File: config.mk
export PLATFORM = sky130hd
export DESIGN_NAME = lfpd_err_hist
export DESIGN_NICKNAME = d
export VERILOG_FILES = /design/src/design/lfpd_pkg.sv /design/src/design/lfpd_err_hist.sv
export SDC_FILE = /design/constraint.sdc
export NUM_CORES = 1
export LEC_CHECK = 0
export ABC_AREA = 1
export BUFFER_PORTS_ARGS = -buffer_cell sky130_fd_sc_hd__buf_2
export CORE_MARGIN = 2
export CORE_UTILIZATION = 40
export CTS_BUF_LIST = sky130_fd_sc_hd__clkbuf_16
export DETAILED_ROUTE_END_ITERATION = 8
export GPL_ROUTABILITY_DRIVEN = 1
export GPL_TIMING_DRIVEN = 0
export PLACE_DENSITY_LB_ADDON = 0.05
export RECOVER_POWER = 25
export SYNTH_ARGS = -nofsm -noshare
export SYNTH_HDL_FRONTEND = slang
export SYNTH_SLANG_ARGS = --single-unit
File: constraint.sdc
create_clock -name clk -period 8.9 [get_ports clk]
set_input_delay 2.67 -clock clk [delete_from_list [all_inputs] [get_ports clk]]
set_output_delay 2.67 -clock clk [all_outputs]
set_load 0.05 [all_outputs]
File: src/design/lfpd_pkg.sv
// Shared types and constants for the line-follow PID drive block.
// Holds the configuration register struct, register indexes and field widths.
// No dependencies.
package lfpd_pkg;

	// Field widths
	localparam int POS_W  = 14;
	localparam int ERR_W  = POS_W + 1;
	localparam int GAIN_W = 24;
	localparam int SPD_W  = 7;
	localparam int OUT_W  = 8;
	localparam int FRAC_W = 16;
	localparam int CFG_W  = 24;
	localparam int IDX_W  = 3;

	// Register indexes on the configuration port
	typedef enum logic [IDX_W-1:0] {
		REG_REFERENCE  = 3'd0,
		REG_GAIN_P     = 3'd1,
		REG_GAIN_I     = 3'd2,
		REG_GAIN_D     = 3'd3,
		REG_BASE_LEFT  = 3'd4,
		REG_BASE_RIGHT = 3'd5,
		REG_MAX_LEFT   = 3'd6,
		REG_MAX_RIGHT  = 3'd7
	} reg_idx_t;

	// Reset values
	localparam logic [POS_W-1:0]  RST_REFERENCE = 14'd3500;
	localparam logic [GAIN_W-1:0] RST_GAIN_P    = 24'd4522;
	localparam logic [GAIN_W-1:0] RST_GAIN_I    = 24'd131;
	localparam logic [GAIN_W-1:0] RST_GAIN_D    = 24'd131072;
	localparam logic [SPD_W-1:0]  RST_BASE      = 7'd18;
	localparam logic [SPD_W-1:0]  RST_MAX       = 7'd23;

	typedef struct packed {
		logic [POS_W-1:0]  reference;
		logic [GAIN_W-1:0] gain_p;
		logic [GAIN_W-1:0] gain_i;
		logic [GAIN_W-1:0] gain_d;
		logic [SPD_W-1:0]  base_left;
		logic [SPD_W-1:0]  base_right;
		logic [SPD_W-1:0]  max_left;
		logic [SPD_W-1:0]  max_right;
	} cfg_t;

endpackage

File: src/design/lfpd_err_hist.sv
// Error history of the line-follow PID drive block: shift line of past errors,
// windowed error sum and error difference. Depends on lfpd_pkg for widths.
module lfpd_err_hist import lfpd_pkg::*; #(
	parameter int WINDOW_TAPS = 5,
	parameter int HIST_DEPTH  = 4,
	parameter int WIN_W       = 18
) (
	input  logic                    clk,
	input  logic                    arst_n,
	input  logic                    shift,
	input  logic signed [ERR_W-1:0] err,
	output logic signed [ERR_W-1:0] prev_err,
	output logic signed [WIN_W-1:0] window,
	output logic signed [ERR_W:0]   diff
);

	logic signed [ERR_W-1:0] hist_q [HIST_DEPTH];

	// Shift the current error in on each accepted request, newest first
	always_ff @(posedge clk or negedge arst_n) begin
		if (!arst_n) begin
			for (int i = 0; i < HIST_DEPTH; i++) begin
				hist_q[i] <= '0;
			end
		end else if (shift) begin
			hist_q[0] <= err;
			for (int i = 1; i < HIST_DEPTH; i++) begin
				hist_q[i] <= hist_q[i-1];
			end
		end
	end

	// Sum the current error and the previous taps
	always_comb begin
		window = WIN_W'(err);
		for (int i = 0; i < WINDOW_TAPS - 1; i++) begin
			window = window + WIN_W'(hist_q[i]);
		end
	end

	assign prev_err = hist_q[0];
	assign diff     = (ERR_W+1)'(err) - (ERR_W+1)'(hist_q[0]);

endmodule

==> impl_metrics.toml <==
[outcome]
status = "finished with violations"
violations = "max-capacitance violations, max-slew violations"

[cts]
post_cts_buffers = 0
clk_latency_ps = 330
cts_root_buffer = "clkbuf_16"
cts_resized = 0
ctsHoldBuffers = 0
path_clk_slew_ps = 50
cts_sinks = 60
htree_levels = 3
tritoncts = "built"
cts_made_buffers = 9
cts.path.max_buffers = 2

[global_routing]
global_route.overflow_total = 0
grt_pass1_wl_um = 22300
antenna_found_initial = 0
grt.total_usage = 0.196
grt_pass1_vias = 4682
grt_max_degree = 61

[timing]
rsz0062_at_grt = "false"
finalCritPeriodShare = 0.971
slew_headroom = -1.21
whs_ps = 525
slew_violations = 61
worst_pin_slew_ps = 3310
tns_ps = 0
min_period_ps = 8640
skew_ps = 4.96
setup_viol_count_final = 0
hold_viol_final = 0
max_freq_mhz = 116

[hold_path]
hold_class = "reg -> reg"

[logic_synthesis]
synth_xor_area_frac = 0.0240
synth_compound_area_frac = 0.0694
yosysSeqAreaShare = 0.274
yosys.area_share.simple = 0.201
synth_seq_cells = 60
synth_top_family_by_area = "adder cells"
syn_avg_cell_area_um2 = 7.32
synthMuxAreaShare = 0.00616
synthesis.nets = 848
synth-adder-area-share = 0.251
netlist_instances = 749
ys_warn_count = 0
syn-cell-area_mm2 = 0.00548
synth.distinct_cells = 21

[floorplanning]
pin_count = 67
die_h_um = 121
core_region_area_mm2 = 0.0133
die-area_mm2 = 0.0147
dieWidth_um = 121
row_count = 42
start_util = 0.412

[worst_setup_path]
cp.arrival_ps = 5970
worstSetupPathType = "in -> out"
cp_max_fo = 3
critPathRequiredTime_ps = 6230
end_kind = "output port"
cp-start-kind = "input pin"

[flow_run]
max-cap-violations = 1

[route]
drtPass1Iterations = 4
dr_wl_met2_um = 5660
wl_per_cell_um = 12.8
top_layer_used = "met4"
wl_um = 12900
num_vias = 4450
drtIter0Drc = 172
dr_wl_met3_um = 506
wl_met1_um = 6610
drc = 0
ant_nets = 0
via_per_inst = 4.42

[layout]
diodes = 0
fin_area_mm2 = 0.00636
final_common_cell = "inv_1"
final_cell_mix = "210 x inv_1, 207 x nand2_1, 69 x buf_2, 60 x dfrtp_1, 48 x fa_1"
fill_cells = 1378
final_nets = 924
fin_cells = 1006
syn2layout_area_growth_pct = 16.1
drive_gt1_frac = 0.131

[placement]
placed_area_mm2 = 0.00603
placed_cells = 990
gp_congestion = 0.818
dpl.hpwl_um = 10600
io_buffers = 65
## routing by layer
metal	vias to the layer above	GRT usage
met5	-	0
li1	2331	-
met4	0	0.0523
met1	2028	0.279
met2	82	0.316
met3	9	0.0249
## cells in the mapped netlist
master | instances | area share
nor3_1 | 6 | 0.0055
o21ai_0 | 41 | 0.037
buf_2 | 6 | 0.0055
buf_4 | 16 | 0.022
and2_1 | 1 | 0.0011
xor2_1 | 12 | 0.019
clkbuf_1 | 6 | 0.0041
ha_1 | 33 | 0.075
or2_1 | 1 | 0.0011
nor2_1 | 32 | 0.022
mux2_2 | 3 | 0.0062
a21oi_1 | 35 | 0.032
nand3b_1 | 1 | 0.0014
dfrtp_1 | 60 | 0.27
nand2_2 | 6 | 0.0069
nand3_1 | 21 | 0.019
xnor2_1 | 3 | 0.0048
inv_1 | 209 | 0.14
fa_1 | 48 | 0.18
nand4_1 | 2 | 0.0023
nand2_1 | 207 | 0.14
## path summary, 6_finish.rpt
check	startpoint	endpoint	slack (ps)	cells after the start
worst max-delay path	err[1]	window[15]	260	16
worst min-delay path	prev_err[13]	hist_q[43]	520	2
worst max register to register	prev_err[1]	prev_err[1]	8080	2
worst min register to register	prev_err[13]	hist_q[43]	520	2
max in group asynchronous	arst_n	prev_err[10]	3580	1
min in group asynchronous	arst_n	prev_err[1]	3450	1
## worst max-delay path: stages
cell      delay, ps
buf_2           100
inv_1           100
fa_1            530
fa_1            530
inv_1            60
fa_1            450
ha_1            240
fa_1            400
nand2_1          90
nand2_1          90
nand3b_1         90
nand2_1         100
nand2_1         100
nand3_1          70
nand2_1          80
buf_2           260
## state kept, by name, summed over array words and instances (netlist names)
name      flops
hist_q       45
prev_err     15
## per-stage QoR
stage	utilization	setup slack, ps
finish	0.479	256
floorplan	-	319
global route	0.479	0.514
CTS	0.479	231
global placement	0.453	265
detailed placement	0.453	235
## logic make-up (layout without fill, tap and decap cells)
logic type,after synthesis,count (layout)
simple gates,277,277
buf+inv,237,318
fa+ha+maj,81,81
compound gates,76,76
flops,60,60
xor+xnor,15,15
mux,3,3
## area by class of cell
cell class / instances / area (um^2) / area share
clock inverter: 7 / 116 / 0.0183
multi-input combinational: 452 / 3020 / 0.475
buffer: 28 / 171 / 0.0269
tap: 176 / 220 / 0.0346
timing repair buffer: 65 / 324 / 0.0509
sequential: 60 / 1500 / 0.236
clock buffer: 9 / 225 / 0.0354
inverter: 209 / 785 / 0.123
Power is not shown: default switching activity piles up to over one toggle a cycle in this logic, so the estimate is an artifact.
