File: src/design/lfpd_pkg.sv
// Shared types and constants for the line-follow PID drive block.
// Holds the configuration register struct, register indexes and field widths.
// No dependencies.
package lfpd_pkg;

	// Field widths
	localparam int POS_W  = 14;
	localparam int ERR_W  = POS_W + 1;
	localparam int GAIN_W = 24;
	localparam int SPD_W  = 7;
	localparam int OUT_W  = 8;
	localparam int FRAC_W = 16;
	localparam int CFG_W  = 24;
	localparam int IDX_W  = 3;

	// Register indexes on the configuration port
	typedef enum logic [IDX_W-1:0] {
		REG_REFERENCE  = 3'd0,
		REG_GAIN_P     = 3'd1,
		REG_GAIN_I     = 3'd2,
		REG_GAIN_D     = 3'd3,
		REG_BASE_LEFT  = 3'd4,
		REG_BASE_RIGHT = 3'd5,
		REG_MAX_LEFT   = 3'd6,
		REG_MAX_RIGHT  = 3'd7
	} reg_idx_t;

	// Reset values
	localparam logic [POS_W-1:0]  RST_REFERENCE = 14'd3500;
	localparam logic [GAIN_W-1:0] RST_GAIN_P    = 24'd4522;
	localparam logic [GAIN_W-1:0] RST_GAIN_I    = 24'd131;
	localparam logic [GAIN_W-1:0] RST_GAIN_D    = 24'd131072;
	localparam logic [SPD_W-1:0]  RST_BASE      = 7'd18;
	localparam logic [SPD_W-1:0]  RST_MAX       = 7'd23;

	typedef struct packed {
		logic [POS_W-1:0]  reference;
		logic [GAIN_W-1:0] gain_p;
		logic [GAIN_W-1:0] gain_i;
		logic [GAIN_W-1:0] gain_d;
		logic [SPD_W-1:0]  base_left;
		logic [SPD_W-1:0]  base_right;
		logic [SPD_W-1:0]  max_left;
		logic [SPD_W-1:0]  max_right;
	} cfg_t;

endpackage

File: src/design/lfpd_cfg_regs.sv
// Configuration register file of the line-follow PID drive block.
// Depends on lfpd_pkg for the register struct, indexes and reset values.
module lfpd_cfg_regs import lfpd_pkg::*; (
	input  logic             clk,
	input  logic             arst_n,
	input  logic             cfg_we,
	input  logic [IDX_W-1:0] cfg_index,
	input  logic [CFG_W-1:0] cfg_data,
	output cfg_t             cfg
);

	cfg_t cfg_q;

	// Write one register per enabled cycle, masked to its width
	always_ff @(posedge clk or negedge arst_n) begin
		if (!arst_n) begin
			cfg_q.reference  <= RST_REFERENCE;
			cfg_q.gain_p     <= RST_GAIN_P;
			cfg_q.gain_i     <= RST_GAIN_I;
			cfg_q.gain_d     <= RST_GAIN_D;
			cfg_q.base_left  <= RST_BASE;
			cfg_q.base_right <= RST_BASE;
			cfg_q.max_left   <= RST_MAX;
			cfg_q.max_right  <= RST_MAX;
		end else if (cfg_we) begin
			unique case (reg_idx_t'(cfg_index))
				REG_REFERENCE:  cfg_q.reference  <= cfg_data[POS_W-1:0];
				REG_GAIN_P:     cfg_q.gain_p     <= cfg_data[GAIN_W-1:0];
				REG_GAIN_I:     cfg_q.gain_i     <= cfg_data[GAIN_W-1:0];
				REG_GAIN_D:     cfg_q.gain_d     <= cfg_data[GAIN_W-1:0];
				REG_BASE_LEFT:  cfg_q.base_left  <= cfg_data[SPD_W-1:0];
				REG_BASE_RIGHT: cfg_q.base_right <= cfg_data[SPD_W-1:0];
				REG_MAX_LEFT:   cfg_q.max_left   <= cfg_data[SPD_W-1:0];
				REG_MAX_RIGHT:  cfg_q.max_right  <= cfg_data[SPD_W-1:0];
			endcase
		end
	end

	assign cfg = cfg_q;

endmodule

File: config.mk
export PLATFORM = sky130hd
export DESIGN_NAME = lfpd_cfg_regs
export DESIGN_NICKNAME = d
export VERILOG_FILES = /design/src/design/lfpd_pkg.sv /design/src/design/lfpd_cfg_regs.sv
export SDC_FILE = /design/constraint.sdc
export NUM_CORES = 1
export LEC_CHECK = 0
export ABC_AREA = 1
export BUFFER_PORTS_ARGS = -buffer_cell sky130_fd_sc_hd__buf_2
export CORE_MARGIN = 3
export CORE_UTILIZATION = 54
export CTS_CLUSTER_SIZE = 28
export DETAILED_ROUTE_END_ITERATION = 6
export PLACE_DENSITY = 0.8
export RECOVER_POWER = 100
export SYNTH_ARGS = -nofsm -noshare
export SYNTH_HDL_FRONTEND = slang
export SYNTH_SLANG_ARGS = --single-unit
File: constraint.sdc
create_clock -name clk -period 1.45 [get_ports clk]
set_input_delay 0.145 -clock clk [delete_from_list [all_inputs] [get_ports clk]]
set_output_delay 0.145 -clock clk [all_outputs]
set_load 0.05 [all_outputs]
==> impl_metrics.env, run 1 <==
export IMPL_place_congestion=0.8684
export IMPL_p_per_area_nw_per_um2=1926
export IMPL_ff2ff_path_depth=2
export IMPL_status="finished clean"
export IMPL_setup_viol=0
export IMPL_cts_tree="built"
export IMPL_criticalPathCategory="flop to output pin"
export IMPL_postPlaceCellArea_um2=5341
export IMPL_io_pins=144
export IMPL_fmax_ghz=0.7114
export IMPL_ff2ff_setup_slack_ns=0.69
export IMPL_synth_fa_ha_area_share_pct=0
export IMPL_layout_commonest_cell="nand2_1"
export IMPL_antenna_found_initial=0
export IMPL_die_h_um=97.55
export IMPL_diodes=0
export IMPL_cp_arrival_ns=1.26
export IMPL_ys_ff_latch=114
export IMPL_synthXorXnorAreaFrac_pct=0
export IMPL_syn_nets=543
export IMPL_grt_max_degree=38
export IMPL_clock_latency_ns=0.50
export IMPL_post_cts_setup_buffers=0
export IMPL_worst_slew_pin_slew_ns=0.7737
export IMPL_p_leak_nw=3.463
export IMPL_root_buffer="clkbuf_8"
export IMPL_fp_coreArea_um2=7928
export IMPL_finalCritPeriodShare_pct=96.94
export IMPL_cp_num_buf_inv=1
export IMPL_clock_sinks=114
export IMPL_synth_compound_area_share_pct=0
export IMPL_fin_area_um2=6225
export IMPL_cp_num_cells=1
export IMPL_rsz0062_at_grt="no"
export IMPL_die_width_um=97.55
export IMPL_grt_pass1_wl_um=21040
export IMPL_remaining_drc_errors=0
export IMPL_hold_class="input pin to flop"
export IMPL_initial_core_util_pct=57.09
export IMPL_cp_slowest_stage_delay_ns=0.53
export IMPL_min_period_ns=1.406
export IMPL_synthMuxAreaShare_pct=0
export IMPL_numCtsBuffers=17
export IMPL_min_path_cells=5
export IMPL_grt_usage_pct=27.74
export IMPL_routedWlPerCell_um=15.81
export IMPL_grt_pass1_vias=4215
export IMPL_peakVddDrop_v=0.001147
export IMPL_vias_per_cell=5.195
export IMPL_route_vias_total=4146
export IMPL_final_layout_size_suffix_gt1_share_pct=29.45
export IMPL_dieArea_um2=9515
export IMPL_crit_path_end_kind="output pin"
export IMPL_synth_simple_area_share_pct=32.29
export IMPL_first_iter_violations=215
export IMPL_area_growth_syn_to_layout_pct=37.54
export IMPL_cp_start_kind="flop"
export IMPL_utilization_pct=78.52
export IMPL_most_common_layout_cells="284 x nand2_1, 87 x clkbuf_2, 85 x dfrtp_1, 69 x nand3_1, 33 x buf_4"
export IMPL_syn_area_um2=4526
export IMPL_synth_distinct_cells=12
export IMPL_synth_cells=513
export IMPL_hpwl_um=8225
export IMPL_htree_levels=4
export IMPL_port_buffers=143
export IMPL_largest_reg_flops=114
export IMPL_crit_chain="clkbuf_4"
export IMPL_synth_top_family_by_area="simple AND/OR/NAND/NOR gates"
export IMPL_cp_required_ns=1.31
export IMPL_maxCapViolations=0
export IMPL_worst_path_max_delay_cell="dfstp_2"
export IMPL_fp_row_count=32
export IMPL_ant_nets=0
export IMPL_cp_top_family="flip-flops"
export IMPL_yosys_warnings=0
export IMPL_setup_tns_ns=0
export IMPL_drv_slew=0
export IMPL_drt_first_pass_iters=5
export IMPL_clk_pin_slew_ns=0.05
export IMPL_skew_ns=0
export IMPL_synth_area_per_cell_um2=8.822
export IMPL_critPathMaxFanout=2
export IMPL_clock_path_buffers=2
export IMPL_finalWirelength_um=12620
export IMPL_nets=713
export IMPL_yosysSeqAreaShare_pct=63.84
export IMPL_gr_total_overflow=0
export IMPL_relSlewSlack_pct=48.42
export IMPL_hold_viol_final=0
-- worst reg2reg max path: cells and delay by family (launching register included) --
family	cells	cell delay [ns]
simple gates	2	0.16
flops	1	0.54
-- power by group --
group / internal [mW] / total, mW / switching (mW)
Combinational: 0.822 / 3.80 / 2.98
Clock: 2.56 / 3.94 / 1.38
Sequential: 3.87 / 4.25 / 0.377
-- final cells by class --
| cell class | count | area [um^2] |
|---|---|---|
| well taps | 102 | 127.6 |
| inverters | 6 | 22.52 |
| multi-input cells | 363 | 1469 |
| clock inverters | 10 | 107.6 |
| repair buffers | 181 | 1146 |
| fillers | 584 | 1703 |
| clock buffers | 22 | 462.9 |
| flip-flops and latches | 114 | 2889 |
-- synth_stat cells, drive strengths merged --
| cell | instances | area, um^2 |
|---|---|---|
| inv | 6 | 22.52 |
| nand2 | 286 | 1079 |
| nand3 | 69 | 345.3 |
| clkbuf | 6 | 25.02 |
| nor2 | 8 | 37.54 |
| buf | 24 | 127.6 |
| dfrtp | 85 | 2127 |
| dfstp | 29 | 762.0 |
-- what timing repair did --
item | in CTS | in global routing
gates resized for setup | 29 | 0
hold buffers | 26 | 0
hold endpoints to repair | 205 | 0
endpoints found under the setup margin | 29 | 0
-- per-layer routing --
metal / GRT usage (%) / share of wire, % / vias to the layer above
met5: 0 / 0 / -
met1: 36.61 / 42 / 2031
met4: 7.774 / 0.51 / 0
li1: - / - / 1942
met2: 44.65 / 50 / 169
met3: 8.543 / 7.7 / 4
-- logic make-up (layout without fill, tap and decap cells) --
logic type	count (synthesis)	after routing
AND/OR/NAND/NOR	363	363
buffers and inverters	36	219
flip-flops	114	114
-- per-stage QoR --
stage                     power (mW)  instances  hold slack, ns  setup slack (ns)
after floorplan                6.976        513         -0.1506            0.4983
after global placement         7.880        740          0.1031            0.2934
after detailed placement       7.954        740          0.1032            0.2177
after CTS                      12.07        798         0.01436           0.03967
after global routing           12.48        798         0.03168           0.01099
final                          11.99        798         0.04536           0.04430
-- worst paths after layout --
check	end	start
worst max-delay path	cfg[103]	cfg[103]
min in group asynchronous	cfg[37]	arst_n
worst min register to register	cfg[0]	cfg[0]
worst max register to register	cfg[110]	cfg[110]
max in group asynchronous	cfg[4]	arst_n
worst min-delay path	cfg[52]	cfg_we
Note: power is estimated with default switching activity, not from simulation.
==> run 2: changes to the inputs <==
==> constraint.sdc (replaced) <==
create_clock -name clk -period 1.73 [get_ports clk]
set_input_delay 0.173 -clock clk [delete_from_list [all_inputs] [get_ports clk]]
set_output_delay 0.173 -clock clk [all_outputs]
set_load 0.05 [all_outputs]
==> impl_metrics.env, run 2 (synthesis gave the netlist of run 1 again) <==
export IMPL_die_width_um=97.55
export IMPL_routedWlPerCell_um=16.30
export IMPL_cts_tree="built"
export IMPL_criticalPathCategory="flop to output pin"
export IMPL_cp_required_ns=1.56
export IMPL_antenna_found_initial=0
export IMPL_area_growth_syn_to_layout_pct=34.12
export IMPL_gr_usage_met3_pct=9.189
export IMPL_maxCapViolations=0
export IMPL_cts_hold_buf=26
export IMPL_skew_ns=0
export IMPL_remaining_drc_errors=0
export IMPL_grt_pass1_wl_um=21200
export IMPL_hpwl_um=8263
export IMPL_clock_sinks=114
export IMPL_clock_path_buffers=2
export IMPL_status="finished clean"
export IMPL_dp_cells=739
export IMPL_stdcell_count=797
export IMPL_use_met2_pct=46.13
export IMPL_hold_viol_final=0
export IMPL_vias_per_cell=5.305
export IMPL_grt_max_degree=47
export IMPL_worst_path_max_delay_cell="clkbuf_1"
export IMPL_top_usage_layer="met2"
export IMPL_min_period_ns=1.556
export IMPL_register_area_um2=2889
export IMPL_drv_slew=0
export IMPL_drt_first_pass_iters=6
export IMPL_nets=712
export IMPL_place_congestion=0.8611
export IMPL_post_cts_setup_buffers=0
export IMPL_critPathMaxFanout=2
export IMPL_fp_row_count=32
export IMPL_crit_chain="clkbuf_1"
export IMPL_grt_pass1_vias=4134
export IMPL_fp_coreArea_um2=7928
export IMPL_crit_path_end_kind="output pin"
export IMPL_cts_repair_resized=0
export IMPL_cp_start_kind="flop"
export IMPL_root_buffer="clkbuf_8"
export IMPL_most_common_layout_cells="284 x nand2_1, 89 x clkbuf_1, 85 x dfrtp_1, 69 x nand3_1, 31 x clkbuf_2"
export IMPL_numCtsBuffers=17
export IMPL_initial_core_util_pct=57.09
export IMPL_first_iter_violations=174
export IMPL_setup_tns_ns=0
export IMPL_final_layout_size_suffix_gt1_share_pct=18.99
export IMPL_p_leak_nw=3.195
export IMPL_layout_commonest_cell="nand2_1"
export IMPL_cp_arrival_ns=1.38
export IMPL_fillers=603
export IMPL_ff2ff_setup_slack_ns=0.96
export IMPL_hold_class="input pin to flop"
export IMPL_p_total_mw=10.25
export IMPL_diodes=0
export IMPL_dieArea_um2=9515
export IMPL_setup_viol=0
export IMPL_clk_pin_slew_ns=0.06
export IMPL_cp_slowest_stage_delay_ns=0.50
export IMPL_p_per_area_nw_per_um2=1689
export IMPL_htree_levels=4
export IMPL_clock_latency_ns=0.51
export IMPL_cp_num_buf_inv=1
export IMPL_grt_usage_pct=28.18
export IMPL_ant_nets=0
export IMPL_cp_top_family="buffers and inverters"
export IMPL_peakVddDrop_v=0.0008055
export IMPL_fmax_ghz=0.6427
export IMPL_relSlewSlack_pct=54.72
export IMPL_port_buffers=143
export IMPL_io_pins=144
export IMPL_largest_reg_flops=114
export IMPL_finalCritPeriodShare_pct=89.94
export IMPL_worst_slew_pin_slew_ns=0.6821
export IMPL_multi_input_area_um2=1469
export IMPL_use_met1_pct=35.69
export IMPL_rsz0062_at_grt="no"
export IMPL_gr_total_overflow=0
export IMPL_route_vias_total=4228
export IMPL_finalWirelength_um=12990
export IMPL_die_h_um=97.55
## run 2: changes by cell type in the layout (fill, tap and decap cells not counted), sizes merged
| cell | before | now |
|---|---|---|
| buf | 63 | 35 |
| clkbuf | 114 | 139 |
| bufinv | 2 | 5 |
| clkinvlp | 3 | 1 |
| clkinv | 5 | 6 |
## run 2: layout make-up
| type | count | share of cell area (%) |
|---|---|---|
| flip-flops and latches | 114 | 47.60 |
| clock buffers | 20 | 7.009 |
| multi-input cells | 363 | 24.20 |
| repair buffers | 180 | 15.63 |
| well taps | 102 | 2.103 |
| inverters | 6 | 0.3711 |
| clock inverters | 12 | 3.092 |
## run 2: worst paths after layout
path                           from       end  depth (start not counted)
min reg2reg                  cfg[0]    cfg[0]                          2
min                          cfg_we   cfg[52]                          5
min in group asynchronous    arst_n   cfg[38]                          2
max in group asynchronous    arst_n   cfg[75]                          3
max reg2reg                cfg[110]  cfg[110]                          2
max                         cfg[58]   cfg[58]                          1
## run 2: layer usage
layer | routed length, um | vias up
met5 | 0 | -
met4 | 266 | 0
met3 | 1219 | 27
met2 | 6370 | 226
met1 | 5137 | 2036
li1 | - | 1939
## run 2: per-stage QoR
stage | utilization [%] | setup slack (ns) | hold WS (ns) | area [um^2]
finish | 76.56 | 0.1740 | 0.06989 | 6070
global route | 76.56 | 0.1325 | 0.07794 | 6070
CTS | 78.30 | 0.2317 | 0.05099 | 6207
detailed placement | 67.28 | 0.4777 | 0.1026 | 5334
global placement | 67.28 | 0.5493 | 0.1012 | 5334
floorplan | - | 0.7503 | -0.1226 | 4526
## run 2: power by group
group	switching (mW)	leakage (nW)	internal (mW)	total, mW
Clock	1.19	0.302	2.47	3.66
Combinational	2.51	1.52	0.512	3.02
Sequential	0.309	1.37	3.26	3.57
Total	4.01	3.20	6.24	10.3
